### config.mk
export PLATFORM = sky130hd
export DESIGN_NAME = first_fit_coalescing_allocator_core
export DESIGN_NICKNAME = d
export VERILOG_FILES = /design/src/rtl/core/fca_pkg.sv /design/src/rtl/core/first_fit_coalescing_allocator_core.sv /design/src/rtl/core/fca_extent_ram.sv
export SDC_FILE = /design/constraint.sdc
export NUM_CORES = 2
export LEC_CHECK = 0
export ABC_AREA = 1
export BUFFER_PORTS_ARGS = -buffer_cell sky130_fd_sc_hd__buf_2
export CELL_PAD_IN_SITES_DETAIL_PLACEMENT = 0
export CELL_PAD_IN_SITES_GLOBAL_PLACEMENT = 1
export CORE_MARGIN = 10
export CORE_UTILIZATION = 40
export DETAILED_ROUTE_END_ITERATION = 7
export GPL_TIMING_DRIVEN = 0
export HOLD_SLACK_MARGIN = 0.02
export PLACE_DENSITY = 0.74
export SETUP_SLACK_MARGIN = 0.05
export SYNTH_ARGS = -nofsm -noshare
export SYNTH_HDL_FRONTEND = slang
export SYNTH_HIERARCHICAL = 1
export SYNTH_SLANG_ARGS = --single-unit
### constraint.sdc
create_clock -name clk_i -period 7.4 [get_ports clk_i]
set_input_delay 0.37 -clock clk_i [delete_from_list [all_inputs] [get_ports clk_i]]
set_output_delay 0.37 -clock clk_i [all_outputs]
set_load 0.005 [all_outputs]
### src/rtl/core/fca_pkg.sv
// Types and constants shared by the allocator core and its extent memory.
`timescale 1ns / 1ps
`default_nettype none
package fca_pkg;

  localparam int unsigned GRAN_SHIFT = 4;
  localparam int unsigned START_W = 20;
  localparam int unsigned LEN_W = 21;
  localparam int unsigned NEED_W = 22;
  localparam logic [LEN_W-1:0] POOL_GRAN_MAX = LEN_W'(1 << START_W);

  localparam logic OP_ALLOC = 1'b0;
  localparam logic OP_FREE = 1'b1;

  localparam logic [2:0] ST_OK = 3'd0;
  localparam logic [2:0] ST_NOFIT = 3'd1;
  localparam logic [2:0] ST_NOTPOOL = 3'd2;
  localparam logic [2:0] ST_FULL = 3'd3;
  localparam logic [2:0] ST_ZERO = 3'd4;

  localparam logic [1:0] CFG_POOL_BASE = 2'd0;
  localparam logic [1:0] CFG_POOL_BYTES = 2'd1;

  typedef struct packed {
    logic [START_W-1:0] start;
    logic [LEN_W-1:0]   len;
  } extent_t;

  typedef enum logic [2:0] {
    S_INIT,
    S_IDLE,
    S_SCAN,
    S_DECIDE,
    S_MOVE,
    S_FINAL,
    S_RESP
  } state_e;

endpackage
`default_nettype wire

### src/rtl/core/first_fit_coalescing_allocator_core.sv
// First-fit allocator core: address-ordered free-extent table with coalescing.
//
//   channel | signals                                        | direction
//   cfg     | cfg_valid_i cfg_ready_o cfg_index_i cfg_data_i | in
//   req     | in_valid_i in_ready_o operation_i req_size_i block_address_i | in
//   rsp     | out_valid_o out_ready_i result_address_o status_o | out
//
// One word at a time: a scan up to the chosen extent (one memory read per cycle),
// then, where entries must shift, one entry move per cycle over the extents after it.
// After reset or a write to the pool base or pool size, S_INIT writes the initial extent.
// The response register frees the core while a result waits.
`timescale 1ns / 1ps
`default_nettype none
module first_fit_coalescing_allocator_core #(
  parameter int unsigned MAX_EXTENTS = 64
) (
  input  wire logic        clk_i,
  input  wire logic        rst_ni,
  input  wire logic        cfg_valid_i,
  output logic             cfg_ready_o,
  input  wire logic [1:0]  cfg_index_i,
  input  wire logic [31:0] cfg_data_i,
  input  wire logic        in_valid_i,
  output logic             in_ready_o,
  input  wire logic        operation_i,
  input  wire logic [24:0] req_size_i,
  input  wire logic [31:0] block_address_i,
  output logic             out_valid_o,
  input  wire logic        out_ready_i,
  output logic [31:0]      result_address_o,
  output logic [2:0]       status_o
);

  localparam int unsigned AW = $clog2(MAX_EXTENTS);
  localparam int unsigned CW = $clog2(MAX_EXTENTS + 1);
  localparam int unsigned SW = fca_pkg::START_W;
  localparam int unsigned LW = fca_pkg::LEN_W;
  localparam int unsigned NW = fca_pkg::NEED_W;
  localparam logic [CW-1:0] CNT_MAX = CW'(MAX_EXTENTS);

  fca_pkg::state_e state_q, state_d;
  logic [31:0] base_q, base_d;
  logic [24:0] pbytes_q, pbytes_d;
  logic [CW-1:0] cnt_q, cnt_d;
  logic op_q, op_d;
  logic [NW-1:0] need_q, need_d;
  logic [SW-1:0] bs_q, bs_d;
  logic [CW-1:0] sc_q, sc_d;
  logic dv_q, dv_d;
  logic [AW-1:0] dk_q, dk_d;
  logic [CW-1:0] i_q, i_d;
  fca_pkg::extent_t prev_q, prev_d, nx_q, nx_d, fw_q, fw_d;
  logic prev_v_q, prev_v_d, nx_v_q, nx_v_d, fw_en_q, fw_en_d;
  logic [AW-1:0] fw_a_q, fw_a_d;
  logic [AW-1:0] mv_src_q, mv_src_d, mv_wa_q, mv_wa_d;
  logic [CW-1:0] mv_left_q, mv_left_d;
  logic mv_up_q, mv_up_d, mv_pend_q, mv_pend_d;
  logic [31:0] res_addr_q, res_addr_d;
  logic [2:0] res_st_q, res_st_d;
  logic ov_q, ov_d;
  logic [31:0] oaddr_q, oaddr_d;
  logic [2:0] ost_q, ost_d;

  logic we;
  logic [AW-1:0] waddr, raddr;
  fca_pkg::extent_t wdata, rdata;

  logic [25:0] pb_sum;
  logic [21:0] pg_raw;
  logic [LW-1:0] pg;
  logic [25:0] sz_sum;
  logic [NW-1:0] need_in;
  logic [31:0] off;
  logic [28:0] be_in;
  logic hit;
  logic [NW-1:0] prev_end, be;
  logic jp, jn;

  fca_extent_ram #(.DEPTH(MAX_EXTENTS)) u_ram (
    .clk_i   (clk_i),
    .we_i    (we),
    .waddr_i (waddr),
    .wdata_i (wdata),
    .raddr_i (raddr),
    .rdata_o (rdata)
  );

  assign pb_sum = {1'b0, pbytes_q} + 26'd15;
  assign pg_raw = pb_sum[25:4];
  always_comb begin
    if (pg_raw == '0) begin
      pg = LW'(1);
    end else if (pg_raw > NW'(fca_pkg::POOL_GRAN_MAX)) begin
      pg = fca_pkg::POOL_GRAN_MAX;
    end else begin
      pg = pg_raw[LW-1:0];
    end
  end

  assign sz_sum = {1'b0, req_size_i} + 26'd15;
  assign need_in = sz_sum[25:4];
  assign off = block_address_i - base_q;
  assign be_in = {1'b0, off[31:4]} + 29'(need_in);

  assign prev_end = NW'(prev_q.start) + NW'(prev_q.len);
  assign be = NW'(bs_q) + need_q;
  assign jp = prev_v_q && (prev_end == NW'(bs_q));
  assign jn = nx_v_q && (be == NW'(nx_q.start));

  assign hit = dv_q && ((op_q == fca_pkg::OP_ALLOC) ? (NW'(rdata.len) >= need_q)
                                                     : (rdata.start > bs_q));

  assign cfg_ready_o = 1'b1;
  assign in_ready_o = (state_q == fca_pkg::S_IDLE);
  assign out_valid_o = ov_q;
  assign result_address_o = oaddr_q;
  assign status_o = ost_q;

  always_comb begin
    state_d = state_q;
    base_d = base_q;
    pbytes_d = pbytes_q;
    cnt_d = cnt_q;
    op_d = op_q;
    need_d = need_q;
    bs_d = bs_q;
    sc_d = sc_q;
    dv_d = 1'b0;
    dk_d = sc_q[AW-1:0];
    i_d = i_q;
    prev_d = prev_q;
    prev_v_d = prev_v_q;
    nx_d = nx_q;
    nx_v_d = nx_v_q;
    fw_d = fw_q;
    fw_en_d = fw_en_q;
    fw_a_d = fw_a_q;
    mv_src_d = mv_src_q;
    mv_wa_d = mv_wa_q;
    mv_left_d = mv_left_q;
    mv_up_d = mv_up_q;
    mv_pend_d = 1'b0;
    res_addr_d = res_addr_q;
    res_st_d = res_st_q;
    ov_d = ov_q;
    oaddr_d = oaddr_q;
    ost_d = ost_q;
    we = 1'b0;
    waddr = '0;
    wdata = '0;
    raddr = sc_q[AW-1:0];

    if (ov_q && out_ready_i) begin
      ov_d = 1'b0;
    end

    unique case (state_q)
      fca_pkg::S_INIT: begin
        we = 1'b1;
        waddr = '0;
        wdata.start = '0;
        wdata.len = pg;
        cnt_d = CW'(1);
        state_d = fca_pkg::S_IDLE;
      end
      fca_pkg::S_IDLE: begin
        if (in_valid_i) begin
          op_d = operation_i;
          need_d = need_in;
          bs_d = off[SW+3:4];
          res_addr_d = '0;
          res_st_d = fca_pkg::ST_OK;
          sc_d = '0;
          prev_v_d = 1'b0;
          nx_v_d = 1'b0;
          fw_en_d = 1'b0;
          if (req_size_i == '0) begin
            res_st_d = fca_pkg::ST_ZERO;
            state_d = fca_pkg::S_RESP;
          end else if (operation_i == fca_pkg::OP_FREE &&
                       ({1'b0, off[31:4]} >= 29'(pg) || be_in > 29'(pg))) begin
            res_st_d = fca_pkg::ST_NOTPOOL;
            state_d = fca_pkg::S_RESP;
          end else begin
            state_d = fca_pkg::S_SCAN;
          end
        end
      end
      fca_pkg::S_SCAN: begin
        raddr = sc_q[AW-1:0];
        if (hit) begin
          i_d = CW'(dk_q);
          nx_d = rdata;
          nx_v_d = 1'b1;
          state_d = fca_pkg::S_DECIDE;
        end else begin
          if (dv_q) begin
            prev_d = rdata;
            prev_v_d = 1'b1;
          end
          if (sc_q < cnt_q) begin
            dv_d = 1'b1;
            sc_d = sc_q + CW'(1);
          end else begin
            i_d = cnt_q;
            nx_v_d = 1'b0;
            state_d = fca_pkg::S_DECIDE;
          end
        end
      end
      fca_pkg::S_DECIDE: begin
        state_d = fca_pkg::S_RESP;
        mv_up_d = 1'b1;
        mv_src_d = AW'(i_q + CW'(1));
        mv_left_d = cnt_q - i_q - CW'(1);
        if (op_q == fca_pkg::OP_ALLOC) begin
          if (!nx_v_q) begin
            res_st_d = fca_pkg::ST_NOFIT;
          end else begin
            res_addr_d = base_q + {8'd0, nx_q.start, 4'd0};
            if (NW'(nx_q.len) == need_q) begin
              cnt_d = cnt_q - CW'(1);
              state_d = fca_pkg::S_MOVE;
            end else begin
              we = 1'b1;
              waddr = i_q[AW-1:0];
              wdata.start = nx_q.start + need_q[SW-1:0];
              wdata.len = nx_q.len - need_q[LW-1:0];
            end
          end
        end else begin
          if ((prev_v_q && prev_end > NW'(bs_q)) ||
              (nx_v_q && be > NW'(nx_q.start))) begin
            res_st_d = fca_pkg::ST_NOTPOOL;
          end else if (jp) begin
            we = 1'b1;
            waddr = AW'(i_q - CW'(1));
            wdata.start = prev_q.start;
            if (jn) begin
              wdata.len = prev_q.len + need_q[LW-1:0] + nx_q.len;
              cnt_d = cnt_q - CW'(1);
              state_d = fca_pkg::S_MOVE;
            end else begin
              wdata.len = prev_q.len + need_q[LW-1:0];
            end
          end else if (jn) begin
            we = 1'b1;
            waddr = i_q[AW-1:0];
            wdata.start = bs_q;
            wdata.len = nx_q.len + need_q[LW-1:0];
          end else if (cnt_q >= CNT_MAX) begin
            res_st_d = fca_pkg::ST_FULL;
          end else begin
            mv_up_d = 1'b0;
            mv_src_d = AW'(cnt_q - CW'(1));
            mv_left_d = cnt_q - i_q;
            fw_en_d = 1'b1;
            fw_a_d = i_q[AW-1:0];
            fw_d.start = bs_q;
            fw_d.len = need_q[LW-1:0];
            cnt_d = cnt_q + CW'(1);
            state_d = fca_pkg::S_MOVE;
          end
        end
      end
      fca_pkg::S_MOVE: begin
        raddr = mv_src_q;
        if (mv_pend_q) begin
          we = 1'b1;
          waddr = mv_wa_q;
          wdata = rdata;
        end
        if (mv_left_q != '0) begin
          mv_pend_d = 1'b1;
          mv_wa_d = mv_up_q ? (mv_src_q - AW'(1)) : (mv_src_q + AW'(1));
          mv_src_d = mv_up_q ? (mv_src_q + AW'(1)) : (mv_src_q - AW'(1));
          mv_left_d = mv_left_q - CW'(1);
        end else if (!mv_pend_q) begin
          state_d = fca_pkg::S_FINAL;
        end
      end
      fca_pkg::S_FINAL: begin
        if (fw_en_q) begin
          we = 1'b1;
          waddr = fw_a_q;
          wdata = fw_q;
        end
        state_d = fca_pkg::S_RESP;
      end
      fca_pkg::S_RESP: begin
        if (!ov_q || out_ready_i) begin
          ov_d = 1'b1;
          oaddr_d = res_addr_q;
          ost_d = res_st_q;
          state_d = fca_pkg::S_IDLE;
        end
      end
      default: begin
        state_d = fca_pkg::S_INIT;
      end
    endcase

    if (cfg_valid_i) begin
      if (cfg_index_i == fca_pkg::CFG_POOL_BASE) begin
        base_d = cfg_data_i;
        state_d = fca_pkg::S_INIT;
      end else if (cfg_index_i == fca_pkg::CFG_POOL_BYTES) begin
        pbytes_d = cfg_data_i[24:0];
        state_d = fca_pkg::S_INIT;
      end
    end
  end

  always_ff @(posedge clk_i or negedge rst_ni) begin
    if (!rst_ni) begin
      state_q <= fca_pkg::S_INIT;
      base_q <= '0;
      pbytes_q <= 25'd1048576;
      cnt_q <= CW'(1);
      dv_q <= 1'b0;
      mv_pend_q <= 1'b0;
      mv_left_q <= '0;
      ov_q <= 1'b0;
      fw_en_q <= 1'b0;
      prev_v_q <= 1'b0;
      nx_v_q <= 1'b0;
    end else begin
      state_q <= state_d;
      base_q <= base_d;
      pbytes_q <= pbytes_d;
      cnt_q <= cnt_d;
      dv_q <= dv_d;
      mv_pend_q <= mv_pend_d;
      mv_left_q <= mv_left_d;
      ov_q <= ov_d;
      fw_en_q <= fw_en_d;
      prev_v_q <= prev_v_d;
      nx_v_q <= nx_v_d;
    end
  end

  always_ff @(posedge clk_i) begin
    op_q <= op_d;
    need_q <= need_d;
    bs_q <= bs_d;
    sc_q <= sc_d;
    dk_q <= dk_d;
    i_q <= i_d;
    prev_q <= prev_d;
    nx_q <= nx_d;
    fw_q <= fw_d;
    fw_a_q <= fw_a_d;
    mv_src_q <= mv_src_d;
    mv_wa_q <= mv_wa_d;
    mv_up_q <= mv_up_d;
    res_addr_q <= res_addr_d;
    res_st_q <= res_st_d;
    oaddr_q <= oaddr_d;
    ost_q <= ost_d;
  end

endmodule
`default_nettype wire

### src/rtl/core/fca_extent_ram.sv
// Extent table memory: one write port, one read port, registered read data.
`timescale 1ns / 1ps
`default_nettype none
module fca_extent_ram #(
  parameter int unsigned DEPTH = 64,
  localparam int unsigned AW = $clog2(DEPTH)
) (
  input  wire logic             clk_i,
  input  wire logic             we_i,
  input  wire logic [AW-1:0]    waddr_i,
  input  wire fca_pkg::extent_t wdata_i,
  input  wire logic [AW-1:0]    raddr_i,
  output fca_pkg::extent_t      rdata_o
);

  fca_pkg::extent_t mem [DEPTH];

  always_ff @(posedge clk_i) begin
    if (we_i) begin
      mem[waddr_i] <= wdata_i;
    end
  end

  always_ff @(posedge clk_i) begin
    rdata_o <= mem[raddr_i];
  end

endmodule
`default_nettype wire
## Yosys cells after proc, flatten, opt, wreduce, memory -nomap -nowiden

Memories as Yosys holds them, arrays and structs flattened. A register that Yosys moved wholly into a read port is not among the register bits.
Index checks and enable logic that the tools add are counted.
Widths: inputs -> output; s select.

- Add/sub/neg operators: 22
- $lt $le $gt $ge: 9
- Equality and inequality tests: 34
- Multiplexer cells: 121
- Bitwise gates (word level): 7
- Reductions and logical operators: 38

Operators with widths:

| operator | number |
|---|---|
| $mux 41 | 8 |
| $pmux 41 s4 | 1 |
| $mux 7 | 18 |
| $mux 6 | 18 |
| $mux 32 | 3 |
| $mux 3 | 22 |
| $pmux 32 s2 | 1 |
| $add 21x21->21 | 3 |
| $mux 21 | 3 |
| $add 25x4->26 const B | 2 |
| $eq 22x20->1 | 2 |
| $gt 22x20->1 | 2 |
| $pmux 7 s2 | 3 |
| $add 32x24->32 | 1 |
| $sub 32x32->32 | 1 |
| $mux 1 | 30 |
| $add 28x22->29 | 1 |
| $gt 29x21->1 | 1 |
| $ge 28x21->1 | 1 |
| $ne 2x2->1 const B | 13 |
| $logic_not 25->1 | 1 |
| $ne 4x4->1 const B | 6 |
| $add 20x21->22 | 1 |
| $add 20x22->22 | 1 |
| 40 further kinds | 88 |

- Flip-flop bits (word level): 355
- Bits in writable memories: 2624
- Input bits: 97
- Output and inout port bits: 38
- Logic and storage cells: 264
- Memories kept: 1

Memory list:

| name | depth | width | read ports | clocked after memory_dff | wr ports | RTL line | RTL |
|---|---|---|---|---|---|---|---|
| u_ram.mem | 64 | 41 | 1 | 1 | 1 | fca_extent_ram.sv:16 | `fca_pkg::extent_t mem [DEPTH];` |

## Longest topological paths before layout

- Word-level depth: 14
- Depth in mapped cells: 45

## Modules after synthesis

Netlist, hierarchy kept.

Modules (own cells, without submodules):

| module | instances | cells each | area an instance (µm²) | seq. area each (µm²) |
|---|---|---|---|---|
| fca_extent_ram | 1 | 8676 | 106260.7 | 79616.4 |
| first_fit_coalescing_allocator_core | 1 | 3885 | 30142.7 | 10202.3 |

## Least setup slack after synthesis

OpenSTA, ideal clock, no wires.

- Kind: register to register
- Start point: register need_q[1]
- End point: memory u_ram/mem[61][0] (netlist bit), enable pin
- Library setup time: 490 ps
- Arrival: 7343 ps
- Data required time: 6910 ps
- Setup slack: -434 ps
- Stages on the path, launching flop included: 34
- Path buffers: 1
- Clock period less this slack: 7834 ps
- Path through: edfxtp_1 -> ha_1 -> nand3_1 -> nand2_1 -> a21oi_1 -> o21ai_2 -> a21oi_1 -> inv_1 -> a21oi_1 -> inv_1 -> a21oi_1 -> inv_1 -> a21oi_1 -> o21ai_0 -> nand3_1 -> nand2_1 -> xnor2_1 -> inv_1 -> ha_1 -> nand2_1 -> nor2_1 -> nand2_2 -> inv_2 -> nand3_2 -> inv_2 -> nand2_1 -> clkbuf_1 -> nand3_1 -> o211ai_1 -> o211ai_1 -> inv_1 -> nor3_1 -> inv_1 -> nor3_1

- Elaborated cells between the ends (all ways): 23

RTL lines:

| what | RTL line | RTL |
|---|---|---|
| start: declaration | first_fit_coalescing_allocator_core.sv:46 | `logic [NW-1:0] need_q, need_d;` |
| start signal: assignment | first_fit_coalescing_allocator_core.sv:344 | `need_q <= need_d;` |
| branches (longest 6 deep; another with $add 20x22->22) | -- |  |
| $mux 6 * | first_fit_coalescing_allocator_core.sv:216 | `if (op_q == fca_pkg::OP_ALLOC) begin` |
| $pmux 6 s3 * | first_fit_coalescing_allocator_core.sv:157 | `unique case (state_q)` |
| via waddr[0] | first_fit_coalescing_allocator_core.sv:65 | `logic [AW-1:0] waddr, raddr;` |
| end: declaration | fca_extent_ram.sv:16 |  |

Mark *: on every way through the listed nets, which the timed path passes.

## Worst setup path after layout

- Start point: register prev_q[2] (netlist bit)
- End point: memory u_ram/mem[56][12] (netlist bit), enable pin

- Elaborated cells between the ends (all ways): 16

RTL lines:

| what | RTL line | RTL |
|---|---|---|
| start: declaration | first_fit_coalescing_allocator_core.sv:52 | `fca_pkg::extent_t prev_q, prev_d, nx_q, nx_d, fw_q, fw_d;` |
| start signal: assignment | first_fit_coalescing_allocator_core.sv:349 | `prev_q <= prev_d;` |
| $add 20x21->22 * | first_fit_coalescing_allocator_core.sv:105 | `assign prev_end = NW'(prev_q.start) + NW'(prev_q.len);` |
| $gt 22x20->1 / $eq 22x20->1 (equally long branches) | first_fit_coalescing_allocator_core.sv:232, first_fit_coalescing_allocator_core.sv:107 |  |
| $logic_and 1x1->1, on equally long branches | first_fit_coalescing_allocator_core.sv:232, first_fit_coalescing_allocator_core.sv:107 |  |
| $logic_or 1x1->1 / $mux 6 (equally long branches) | first_fit_coalescing_allocator_core.sv:232, first_fit_coalescing_allocator_core.sv:235 |  |
| $mux 6 * | first_fit_coalescing_allocator_core.sv:232 | `if ((prev_v_q && prev_end > NW'(bs_q)) \|\|` |
| $mux 6 * | first_fit_coalescing_allocator_core.sv:216 |  |
| $pmux 6 s3 * | first_fit_coalescing_allocator_core.sv:157 |  |
| via waddr[0] | first_fit_coalescing_allocator_core.sv:65 |  |

Mark *: on every way through the listed nets, which the timed path passes. The rest lies on a longest branch.

==> impl_metrics.csv <==
group,metric,value,unit
critical_path,timing.critical_path.from_type,"register",
timing,drv_slew,33,
critical_path,crit-reg2reg-launch,"prev_q[2]",
floorplan,effective_utilization_at_floorplan,40.14,%
critical_path,cp_data_required_time,8.07,ns
yosys,synthFlopType,"sky130_fd_sc_hd__edfxtp_1",
finish,nets,13922,
grt,number_of_global_route_vias_before_repair,98464,
timing,max_slew.worst_pin.slew,1.524,ns
timing,setup_ws,0.05895,ns
power_and_ir_drop,p_seq_share,34.0,%
power_and_ir_drop,power.static_leakage,0.06191,uW
yosys,ys_warn_count,6,
power_and_ir_drop,report.power.total,60900,uW
yosys,syn-mean-instance-area,10.86,um2
power_and_ir_drop,power_report.internal_total,35030,uW
yosys,asyncSetResetFlopFracSynth,2.649,%
yosys,synthDominantCellAreaShare,63.69,%
place,dp.final_hpwl,426300,um
route,total_number_of_vias,107487,
critical_path,crit_path_max_fanout,15,
yosys,synth_nets,13023,
timing,timing.fmax,136.2,MHz
power_and_ir_drop,switching_share,42.49,%
power_and_ir_drop,combPwrFrac,39.0,%
floorplan,die_w,604.0,um
finish,final_layout_size_suffix_gt1_share,12.03,%
critical_path,timing.reg2reg.worst_path_depth,27,
yosys,synth_edf_count,2893,
critical_path,critPathCaptureType,"register",
critical_path,critical_path.reg2reg.endpoint,"u_ram/mem[56][12]",
floorplan,core_area,0.3398,mm2
floorplan,row_count,214,
place,preCtsSetupSlack,-0.8905,ns
timing,setup_repair_after_global_routing_missed_its_margin,"yes",
grt,overflow,0,
hold_path,hold_path.class,"in2reg",
critical_path,r2r_slack,0.06,ns
floorplan,die_height,604.0,um
critical_path,critical_path_arrival,8.01,ns
grt,first_pass_grt_wire_length,788600,um
power_and_ir_drop,share_clk_of_total_power,27.0,%
power_and_ir_drop,power.switching,25880,uW
yosys,synthesis.area,0.1364,mm2
route,drt-wirelength-per-cell,31.86,um
hold_path,hold_start,"req_size_i[9]",
status,failed_checks,"capacitance limit, slew limit",
clock_network,cts.htree.levels,5,
place,io_buffer_count,133,
floorplan,dieArea,0.3648,mm2
yosys,syn_inst,12561,
power_and_ir_drop,power.density_cell_area,377.9,mW/mm2
hold_path,hold_crit_endpoint,"need_q[5]",
route,detail_route.drc_violations,0,
finish,flow.area_growth_from_synthesis,18.14,%
route,vias_per_cell,5.873,
yosys,yosysUniqueCellTypes,67,
clock_network,cts_inserted_buffers,331,
yosys,synth_area_leader_cell,"sky130_fd_sc_hd__edfxtp_1",
route,total_wire_length_after_detailed_routing,583200,um
clock_network,ctsLongestPathBuffers,4,
floorplan,design.portCount,135,
clock_network,clock_root_buffer_master,"sky130_fd_sc_hd__clkbuf_16",
timing,hold_violations,0,
hold_path,hold-path-cell-count,5,
grt,grt_util_all_layers,30.73,%
timing,worst_slew_margin_rel,-1.581,%
clock_network,cts_num_sinks,3020,
timing,period_minus_slack,7.341,ns
timing,setup_violations,0,
yosys,ys_seq_elements,3020,
yosys,synth-seq-area-share,65.85,%
route,first_iter_violations,17228,
place,gpl.final_weighted_congestion,1.026,
timing,layout_worst_path_cycle_share,99.20,%
grt,antenna_found_initial,62,
route,ant_nets,0,
clock_network,clk-insertion-delay-late,0.98,ns
grt,grt_max_degree,65,
timing,timing.clock.skew,0.07756,ns
yosys,synth.area.top_cells,"sky130_fd_sc_hd__edfxtp_1, sky130_fd_sc_hd__nand2_1, sky130_fd_sc_hd__nand3_1, sky130_fd_sc_hd__ha_1, sky130_fd_sc_hd__inv_1",
status,status,"finished with violations",
power_and_ir_drop,vdd_ir_drop_max,0.2743,mV
clock_network,path_clk_slew,0.06,ns
clock_network,tritoncts,"yes",
critical_path,critical_path_class,"reg2reg",
run,cap_viol_max_count,3,
route,number_of_optimization_iterations_in_the_first_detailed_route_pass,6,
## routing by layer
layer | up-vias | global-route usage [%] | wire length (um)
li1 | 46093 | - | -
met4 | 22 | 20.75 | 48310
met2 | 7387 | 45.63 | 247900
met5 | - | 0 | 148
met3 | 1577 | 7.558 | 73540
met1 | 52408 | 39.84 | 213300
## logic make-up (layout without fill, tap and decap cells)
| group | count (synthesis) | in the layout | share of synthesized area (%) |
|---|---|---|---|
| other | 1 | 49 | 0.002749 |
| AOI/OAI and AO/OA | 887 | 887 | 3.699 |
| buffers and inverters | 1189 | 2347 | 4.073 |
| xor gates and xnor gates | 178 | 178 | 1.148 |
| DFF | 3020 | 3020 | 65.85 |
| adders and majority gates | 365 | 365 | 3.403 |
| and+or+nand+nor | 6920 | 6920 | 21.81 |
| muxes | 1 | 1 | 0.01100 |
## critical path, cell delays in order, from the launching register on
cell	delay [ns]
sky130_fd_sc_hd__edfxtp_1	0.47
sky130_fd_sc_hd__ha_1	0.40
sky130_fd_sc_hd__a21oi_1	0.16
sky130_fd_sc_hd__nand2_1	0.10
sky130_fd_sc_hd__a21oi_1	0.29
sky130_fd_sc_hd__o21ai_2	0.14
sky130_fd_sc_hd__a21oi_1	0.22
sky130_fd_sc_hd__nor2_1	0.07
sky130_fd_sc_hd__nor2_1	0.18
sky130_fd_sc_hd__o21ai_0	0.17
sky130_fd_sc_hd__a21oi_1	0.29
sky130_fd_sc_hd__xnor2_1	0.11
sky130_fd_sc_hd__ha_1	0.37
sky130_fd_sc_hd__nand3_1	0.10
sky130_fd_sc_hd__nor4_1	0.67
sky130_fd_sc_hd__nand3_1	0.29
sky130_fd_sc_hd__nand2_1	0.33
sky130_fd_sc_hd__buf_4	0.31
sky130_fd_sc_hd__nand3_1	0.11
sky130_fd_sc_hd__o211ai_1	0.10
sky130_fd_sc_hd__o211ai_1	0.23
sky130_fd_sc_hd__buf_4	0.23
sky130_fd_sc_hd__nor3_1	0.33
sky130_fd_sc_hd__nand2_2	0.40
sky130_fd_sc_hd__nor2_4	0.29
sky130_fd_sc_hd__buf_12	0.24
sky130_fd_sc_hd__buf_16	0.21
sky130_fd_sc_hd__buf_16	0.19
## power groups by stage
stage | combinational [uW] | sequential (uW) | clock [uW]
2_1_floorplan | 11700 | 20700 | 0
3_3_place_gp | 21900 | 21400 | 0
3_5_place_dp | 22500 | 21000 | 0
4_1_cts | 22700 | 20600 | 16500
5_1_grt | 24400 | 20700 | 17100
6_report | 23800 | 20700 | 16500
## flip-flops by register name, indices dropped and copies added (netlist names), 20 cells and up
name / flops
u_ram/mem: 2624
fw_q: 41
nx_q: 41
prev_q: 41
u_ram/rdata_o: 41
base_q: 32
res_addr_q: 32
result_address_o: 32
pbytes_q: 25
need_q: 22
bs_q: 20
## timing repair
action | 4_1_cts | 5_1_grt
pin swaps | 42 | 20
endpoints found under the hold margin | 153 | 0
resized for setup | 24 | 22
setup endpoints to repair | 2599 | 2550
hold buffers | 52 | 0
setup buffers | 80 | 43
## cell usage in the layout, fill, tap and decap left out, types with 44 or more instances in the layout
cell                            instances
sky130_fd_sc_hd__a21oi_1              355
sky130_fd_sc_hd__a22oi_1               44
sky130_fd_sc_hd__buf_1                 49
sky130_fd_sc_hd__buf_12               171
sky130_fd_sc_hd__buf_16                47
sky130_fd_sc_hd__buf_2                490
sky130_fd_sc_hd__buf_4                183
sky130_fd_sc_hd__buf_6                 65
sky130_fd_sc_hd__clkbuf_1             203
sky130_fd_sc_hd__clkbuf_16            336
sky130_fd_sc_hd__clkinv_1              69
sky130_fd_sc_hd__clkinv_2              47
sky130_fd_sc_hd__dfrtp_1               78
sky130_fd_sc_hd__dfxtp_1               47
sky130_fd_sc_hd__diode_2               48
sky130_fd_sc_hd__dlygate4sd3_1         51
sky130_fd_sc_hd__edfxtp_1            2893
sky130_fd_sc_hd__ha_1                 355
sky130_fd_sc_hd__inv_1                516
sky130_fd_sc_hd__nand2_1             3721
sky130_fd_sc_hd__nand3_1             2605
sky130_fd_sc_hd__nand4_1               51
sky130_fd_sc_hd__nor2_1               298
sky130_fd_sc_hd__nor2_4                69
sky130_fd_sc_hd__nor3_1                62
sky130_fd_sc_hd__o21ai_0              260
sky130_fd_sc_hd__xnor2_1               59
sky130_fd_sc_hd__xor2_1               118
## synth_stat cells (5+ instances only)
cell / number
sky130_fd_sc_hd__nand3b_1: 11
sky130_fd_sc_hd__buf_2: 359
sky130_fd_sc_hd__o2111ai_1: 12
sky130_fd_sc_hd__xor2_1: 118
sky130_fd_sc_hd__nor2_4: 6
sky130_fd_sc_hd__nor2_1: 361
sky130_fd_sc_hd__a21o_1: 14
sky130_fd_sc_hd__edfxtp_1: 2893
sky130_fd_sc_hd__a211oi_1: 6
sky130_fd_sc_hd__inv_2: 11
sky130_fd_sc_hd__xnor2_1: 59
sky130_fd_sc_hd__o21ai_0: 266
sky130_fd_sc_hd__a31oi_1: 16
sky130_fd_sc_hd__clkbuf_1: 139
sky130_fd_sc_hd__inv_1: 522
sky130_fd_sc_hd__a221oi_1: 5
sky130_fd_sc_hd__nand3_1: 2621
sky130_fd_sc_hd__dfxtp_1: 47
sky130_fd_sc_hd__o21a_1: 23
sky130_fd_sc_hd__a21boi_1: 6
sky130_fd_sc_hd__a21boi_0: 7
sky130_fd_sc_hd__o211ai_1: 29
sky130_fd_sc_hd__a22oi_1: 44
sky130_fd_sc_hd__nor3_1: 72
sky130_fd_sc_hd__nor4_1: 12
sky130_fd_sc_hd__o21bai_1: 22
sky130_fd_sc_hd__fa_1: 10
sky130_fd_sc_hd__o21ai_1: 36
sky130_fd_sc_hd__nand2_1: 3740
sky130_fd_sc_hd__o21ai_2: 10
sky130_fd_sc_hd__o22ai_1: 10
sky130_fd_sc_hd__ha_1: 355
sky130_fd_sc_hd__nand2_2: 14
sky130_fd_sc_hd__clkinv_1: 6
sky130_fd_sc_hd__buf_4: 40
sky130_fd_sc_hd__a21oi_1: 356
sky130_fd_sc_hd__buf_1: 49
sky130_fd_sc_hd__buf_8: 6
sky130_fd_sc_hd__o31ai_1: 6
sky130_fd_sc_hd__buf_6: 54
sky130_fd_sc_hd__dfrtp_1: 78
sky130_fd_sc_hd__or2_2: 10
sky130_fd_sc_hd__nor2_2: 6
sky130_fd_sc_hd__nand4_1: 51
## area by class of cell
class / instances / area, um2
diodes: 48 / 120.1
plain buffers: 649 / 3541
clock inverters: 176 / 1797
multi-input cells: 8352 / 42120
inverters: 540 / 2032
flip-flops and latches: 3020 / 89820
clock buffers: 416 / 8788
fillers: 30778 / 178600
well taps: 4536 / 5675
repair buffers: 566 / 7253
## stage by stage
stage | setup TNS (ns) | area, um2 | util, % | instances | hold WS, ns
4_1_cts | -18.90 | 160500 | 47.22 | 18210 | 0.02259
2_1_floorplan | 0 | 136400 | - | 12561 | 0.07441
3_5_place_dp | -1062.39 | 148500 | 43.70 | 17486 | 0.3622
5_1_grt | -3.049 | 161100 | 47.41 | 18281 | 0.06324
6_report | 0 | 161100 | 47.42 | 18303 | 0.05140
3_3_place_gp | - | 142800 | 42.02 | 17230 | 0.4035
## worst max-delay path by stage
stage	slack, ns	depth (start not counted)	end	start
6_report	0.06	27	u_ram/mem[56][12]	prev_q[2]
5_1_grt	-0.08	32	u_ram/mem[32][26]	prev_q[2]
4_1_cts	-0.20	36	u_ram/mem[32][26]	bs_q[2]
3_5_place_dp	-0.89	36	u_ram/mem[57][12]	need_q[1]
3_3_place_gp	-11.74	11	u_ram/mem[18][28]	need_q[18]
2_1_floorplan	0.08	9	u_ram/mem[0][28]	need_q[1]
Power figures use the tool's default switching activity.
